$ cat config.mk
export PLATFORM = sky130hd
export DESIGN_NAME = lzse_ctrl
export DESIGN_NICKNAME = d
export VERILOG_FILES = /design/src/sv/lzse_pkg.sv /design/src/sv/lzse_ctrl.sv
export SDC_FILE = /design/constraint.sdc
export NUM_CORES = 1
export LEC_CHECK = 0
export BUFFER_PORTS_ARGS = -buffer_cell sky130_fd_sc_hd__buf_2
export CORE_AREA = 5 5 42 44
export CTS_CLUSTER_SIZE = 20
export DETAILED_ROUTE_END_ITERATION = 10
export DIE_AREA = 0 0 47 49
export HOLD_SLACK_MARGIN = 0.1
export PLACE_DENSITY = 0.63
export SYNTH_ARGS = -nofsm -noshare
export SYNTH_HDL_FRONTEND = slang
export SYNTH_SLANG_ARGS = --single-unit
$ cat constraint.sdc
create_clock -name clk -period 2.8 [get_ports clk]
set_clock_uncertainty 0.05 [all_clocks]
set_input_delay 0.56 -clock clk [delete_from_list [all_inputs] [get_ports clk]]
set_output_delay 0.56 -clock clk [all_outputs]
set_load 0.02 [all_outputs]
$ cat src/sv/lzse_pkg.sv
// Shared constants and control types of the LZSS stream expander.
package lzse_pkg;

	// Window geometry follows the 12-bit match distance of the token format.
	localparam int WIN_AW    = 12;
	localparam int WIN_DEPTH = 1 << WIN_AW;
	localparam int BYTE_W    = 8;

	// Token format constants.
	localparam logic [4:0] MIN_MATCH  = 5'd3;
	localparam logic [3:0] FLAG_COUNT = 4'd8;

	// Configuration register indexes.
	localparam logic CFG_RESULT_SIZE = 1'b0;
	localparam logic CFG_EXPAND_MODE = 1'b1;

	// Commands from the controller to the datapath.
	typedef struct packed {
		logic clr_write;     // write zero at the clearing address and advance
		logic take;          // latch an accepted item, applying its begin flag
		logic set_finished;  // mark the current result complete
		logic emit_err;      // emit the data error result
		logic emit_byte;     // emit the held byte unchanged (stored mode)
		logic literal;       // write the held byte to the window and emit it
		logic flag_load;     // load a new flag byte
		logic hold_low;      // keep the first byte of a match
		logic match_start;   // decode distance and length from the second byte
		logic match_read;    // read one byte of the match from the window
		logic match_write;   // copy the read byte to the window and emit it
	} ctrl_cmd_t;

	// Status from the datapath to the controller.
	typedef struct packed {
		logic clr_done;      // clearing address is at the last entry
		logic finished;
		logic size_reached;  // produced count at or above the result size
		logic empty;
		logic stored;        // stored pass-through mode
		logic token_phase;
		logic flag_needed;
		logic flag_bit;
		logic match_left;
		logic out_free;      // output register can take a byte this cycle
	} dp_status_t;

endpackage

$ cat src/sv/lzse_ctrl.sv
// Controller state machine of the LZSS stream expander.
module lzse_ctrl (
	input  logic                 clk,
	input  logic                 arst_n,
	input  logic                 in_valid,
	output logic                 in_stall,
	input  lzse_pkg::dp_status_t status,
	output lzse_pkg::ctrl_cmd_t  cmd
);
	import lzse_pkg::*;

	localparam logic [2:0] ST_CLEAR  = 3'd0;
	localparam logic [2:0] ST_IDLE   = 3'd1;
	localparam logic [2:0] ST_DECIDE = 3'd2;
	localparam logic [2:0] ST_MREAD  = 3'd3;
	localparam logic [2:0] ST_MWRITE = 3'd4;

	logic [2:0] state_q;
	logic [2:0] state_d;

	// Next state and commands.
	always_comb begin
		state_d = state_q;
		cmd     = '0;
		unique case (state_q)
			ST_CLEAR: begin
				cmd.clr_write = 1'b1;
				if (status.clr_done) begin
					state_d = ST_IDLE;
				end
			end
			ST_IDLE: begin
				if (in_valid) begin
					cmd.take = 1'b1;
					state_d  = ST_DECIDE;
				end
			end
			ST_DECIDE: begin
				if (status.finished) begin
					state_d = ST_IDLE;
				end else if (status.size_reached) begin
					cmd.set_finished = 1'b1;
					state_d          = ST_IDLE;
				end else if (status.empty) begin
					if (status.out_free) begin
						cmd.emit_err = 1'b1;
						state_d      = ST_IDLE;
					end
				end else if (status.stored) begin
					if (status.out_free) begin
						cmd.emit_byte = 1'b1;
						state_d       = ST_IDLE;
					end
				end else if (status.token_phase) begin
					cmd.match_start = 1'b1;
					state_d         = ST_MREAD;
				end else if (status.flag_needed) begin
					cmd.flag_load = 1'b1;
					state_d       = ST_IDLE;
				end else if (status.flag_bit) begin
					if (status.out_free) begin
						cmd.literal = 1'b1;
						state_d     = ST_IDLE;
					end
				end else begin
					cmd.hold_low = 1'b1;
					state_d      = ST_IDLE;
				end
			end
			ST_MREAD: begin
				if (!status.match_left || status.size_reached) begin
					state_d = ST_IDLE;
				end else begin
					cmd.match_read = 1'b1;
					state_d        = ST_MWRITE;
				end
			end
			ST_MWRITE: begin
				if (status.out_free) begin
					cmd.match_write = 1'b1;
					state_d         = ST_MREAD;
				end
			end
			default: begin
				state_d = ST_IDLE;
			end
		endcase
	end

	always_ff @(posedge clk or negedge arst_n) begin
		if (!arst_n) begin
			state_q <= ST_CLEAR;
		end else begin
			state_q <= state_d;
		end
	end

	// Items are taken only while waiting for the next one.
	assign in_stall = (state_q != ST_IDLE);

endmodule

==> out/qor.yml <==
fin_nets: 84
grt_max_degree: 11
status: "finished clean"
power_leakage_nw: 0.2693
drive_above_1_share_pct: 50.00
ys_ff_latch: 3
synth.cell_area_um2: 384.1
ys_seq_area_share_pct: 19.54
setup_viol: 0
synth_fp_nets: 57
crit_type: "reg2out"
ys_warn_count: 0
area_growth_pct: 38.76
drtIter0Drc: 4
clk_path_buf_depth: 2
synth.distinct_cells: 32
syn_avg_cell_area_um2: 8.730
wirelength_um: 1029
max_slew_margin_pct: 74.60
crit_fanout: 10
tightestPinTransition_ns: 0.3714
core_um2: 1401
die_x_um: 47
vias_per_cell: 4.965
syn_inst: 44
clk_pin_slew_worst_paths_ns: 0.04
ios: 25
die_y_um: 49
gp_congestion: 0.7409
ctsHoldBuffers: 1
rsz0062_at_grt: "false"
overflow: 0
htreeDepth: 1
port_buffers: 24
antenna_found_initial: 0
num_rows: 14
crit_required_ns: 2.19
largest_reg_flops: 3
cts.sinks: 3
finalSetupTns_ns: 0
cts_resized: 0
die_area_um2: 2303
cap_violations: 0
place_hpwl_um: 819.6
cts_made_buffers: 3
min_path_type: "in2reg"
cp-start-kind: "flop"
drv_slew: 0
fmax_mhz: 430.8
fin_crit_ns: 2.321
crit_path_end_kind: "primary output"
power_density_nw_per_um2: 712.2
grt_pass1_wl_um: 1718
ant_nets: 0
cts_tree: "built"
drtPass1Iterations: 3
n_antenna_cell: 0
final_cell_mix: "24 x buf_2, 4 x nor2_1, 4 x nand2_1, 3 x clkbuf_4, 3 x dfrtp_1"
track_usage_pct: 10.25
largestRegisters: "state_q (3)"
irDropWorstVdd_v: 0.0002770
hold_ws_ns: 0.5536
vias: 427
cp_data_arrival_time_ns: 1.71
final_common_cell: "buf_2"
drc_errors: 0
grt_pass1_vias: 412
clock_latency_ns: 0.23
fin_util_pct: 38.04
post_drt_wl_per_cell_um: 11.97
post_cts_buffers: 0
final_hold_viol_count: 0
initial_core_util_pct: 27.41
cts_root_buf: "clkbuf_4"
timing.final.crit_share_pct: 82.90
largest_register: "state_q"
[critical path, stage by stage (launching register included)]
cell	delay, ns
dfrtp_1	0.50
or3b_4	0.47
nor2_4	0.15
and4_1	0.19
buf_2	0.16
[routing by layer]
layer	GRT usage, %	routed length (µm)
met4	5.530	8
met3	3.321	57
met5	0	0
met1	11.78	413
met2	16.06	549
[area by class of cell]
type	instances	area, µm²
fill	155	868.3
clock buffer	4	26.28
inverter	1	3.754
multi-input combinational	37	277.8
tap	16	20.02
timing repair buffer	25	130.1
sequential	3	75.07
[cells in the mapped netlist]
master	instances	area, µm²
nor4b_2	1	15.01
nor4_1	1	6.260
and3_1	2	12.51
dfrtp_1	3	75.07
or3b_4	1	11.26
xnor2_1	1	8.760
and2_1	1	6.260
a2111oi_0	1	8.760
nor2_4	1	11.26
buf_2	1	5.000
nand2b_1	1	6.260
inv_1	1	3.750
or2_2	1	6.260
a21o_1	1	7.510
mux2i_1	1	10.01
a21o_2	1	8.760
nand2_1	4	15.01
o211ai_1	1	7.510
nor3b_1	2	15.01
and4b_1	2	20.02
and4bb_2	1	12.51
nor2_1	4	15.01
and4_1	1	8.760
a21oi_1	1	5.000
o311a_1	1	10.01
buf_6	2	22.52
nor2b_1	1	6.260
o2bb2ai_1	1	8.760
o22ai_2	1	12.51
and4_2	1	10.01
nor3_1	1	5.000
o21bai_1	1	7.510
[power by group]
group / internal (mW) / switching (mW)
combinational: 0.0983 / 0.109
clock: 0.0534 / 0.0226
sequential: 0.0584 / 0.0380
[final timing paths]
path | start | endpoint | slack [ns] | depth (start not counted)
worst min-delay path | status[0] | state_q[2] | 0.55 | 2
max in group asynchronous | arst_n | state_q[1] | 2.00 | 2
worst min register to register | state_q[2] | state_q[2] | 0.61 | 2
worst max register to register | state_q[1] | state_q[1] | 1.35 | 3
min in group asynchronous | arst_n | state_q[0] | 0.60 | 2
worst max-delay path | state_q[1] | cmd[5] | 0.48 | 4
[metrics by stage]
step	power, mW	cell area (µm²)	std cells	worst slack (ns)
6_report	0.3796	533.0	86	0.4787
5_1_grt	0.4087	533.0	86	0.3734
4_1_cts	0.3842	533.0	86	0.4827
3_5_place_dp	0.3040	496.7	81	0.7025
3_3_place_gp	0.3002	496.7	81	0.7166
2_1_floorplan	0.2619	384.1	44	0.7318
[cells by family after synthesis]
family / after synthesis / synth area share, %
and+or+nand+nor: 26 / 47.56
xor gates and xnor gates: 1 / 2.281
DFF: 3 / 19.54
AOI/OAI and AO/OA: 9 / 19.87
buffers and inverters: 4 / 8.141
muxes: 1 / 2.606
No activity file was read; power rests on OpenSTA's default activity.
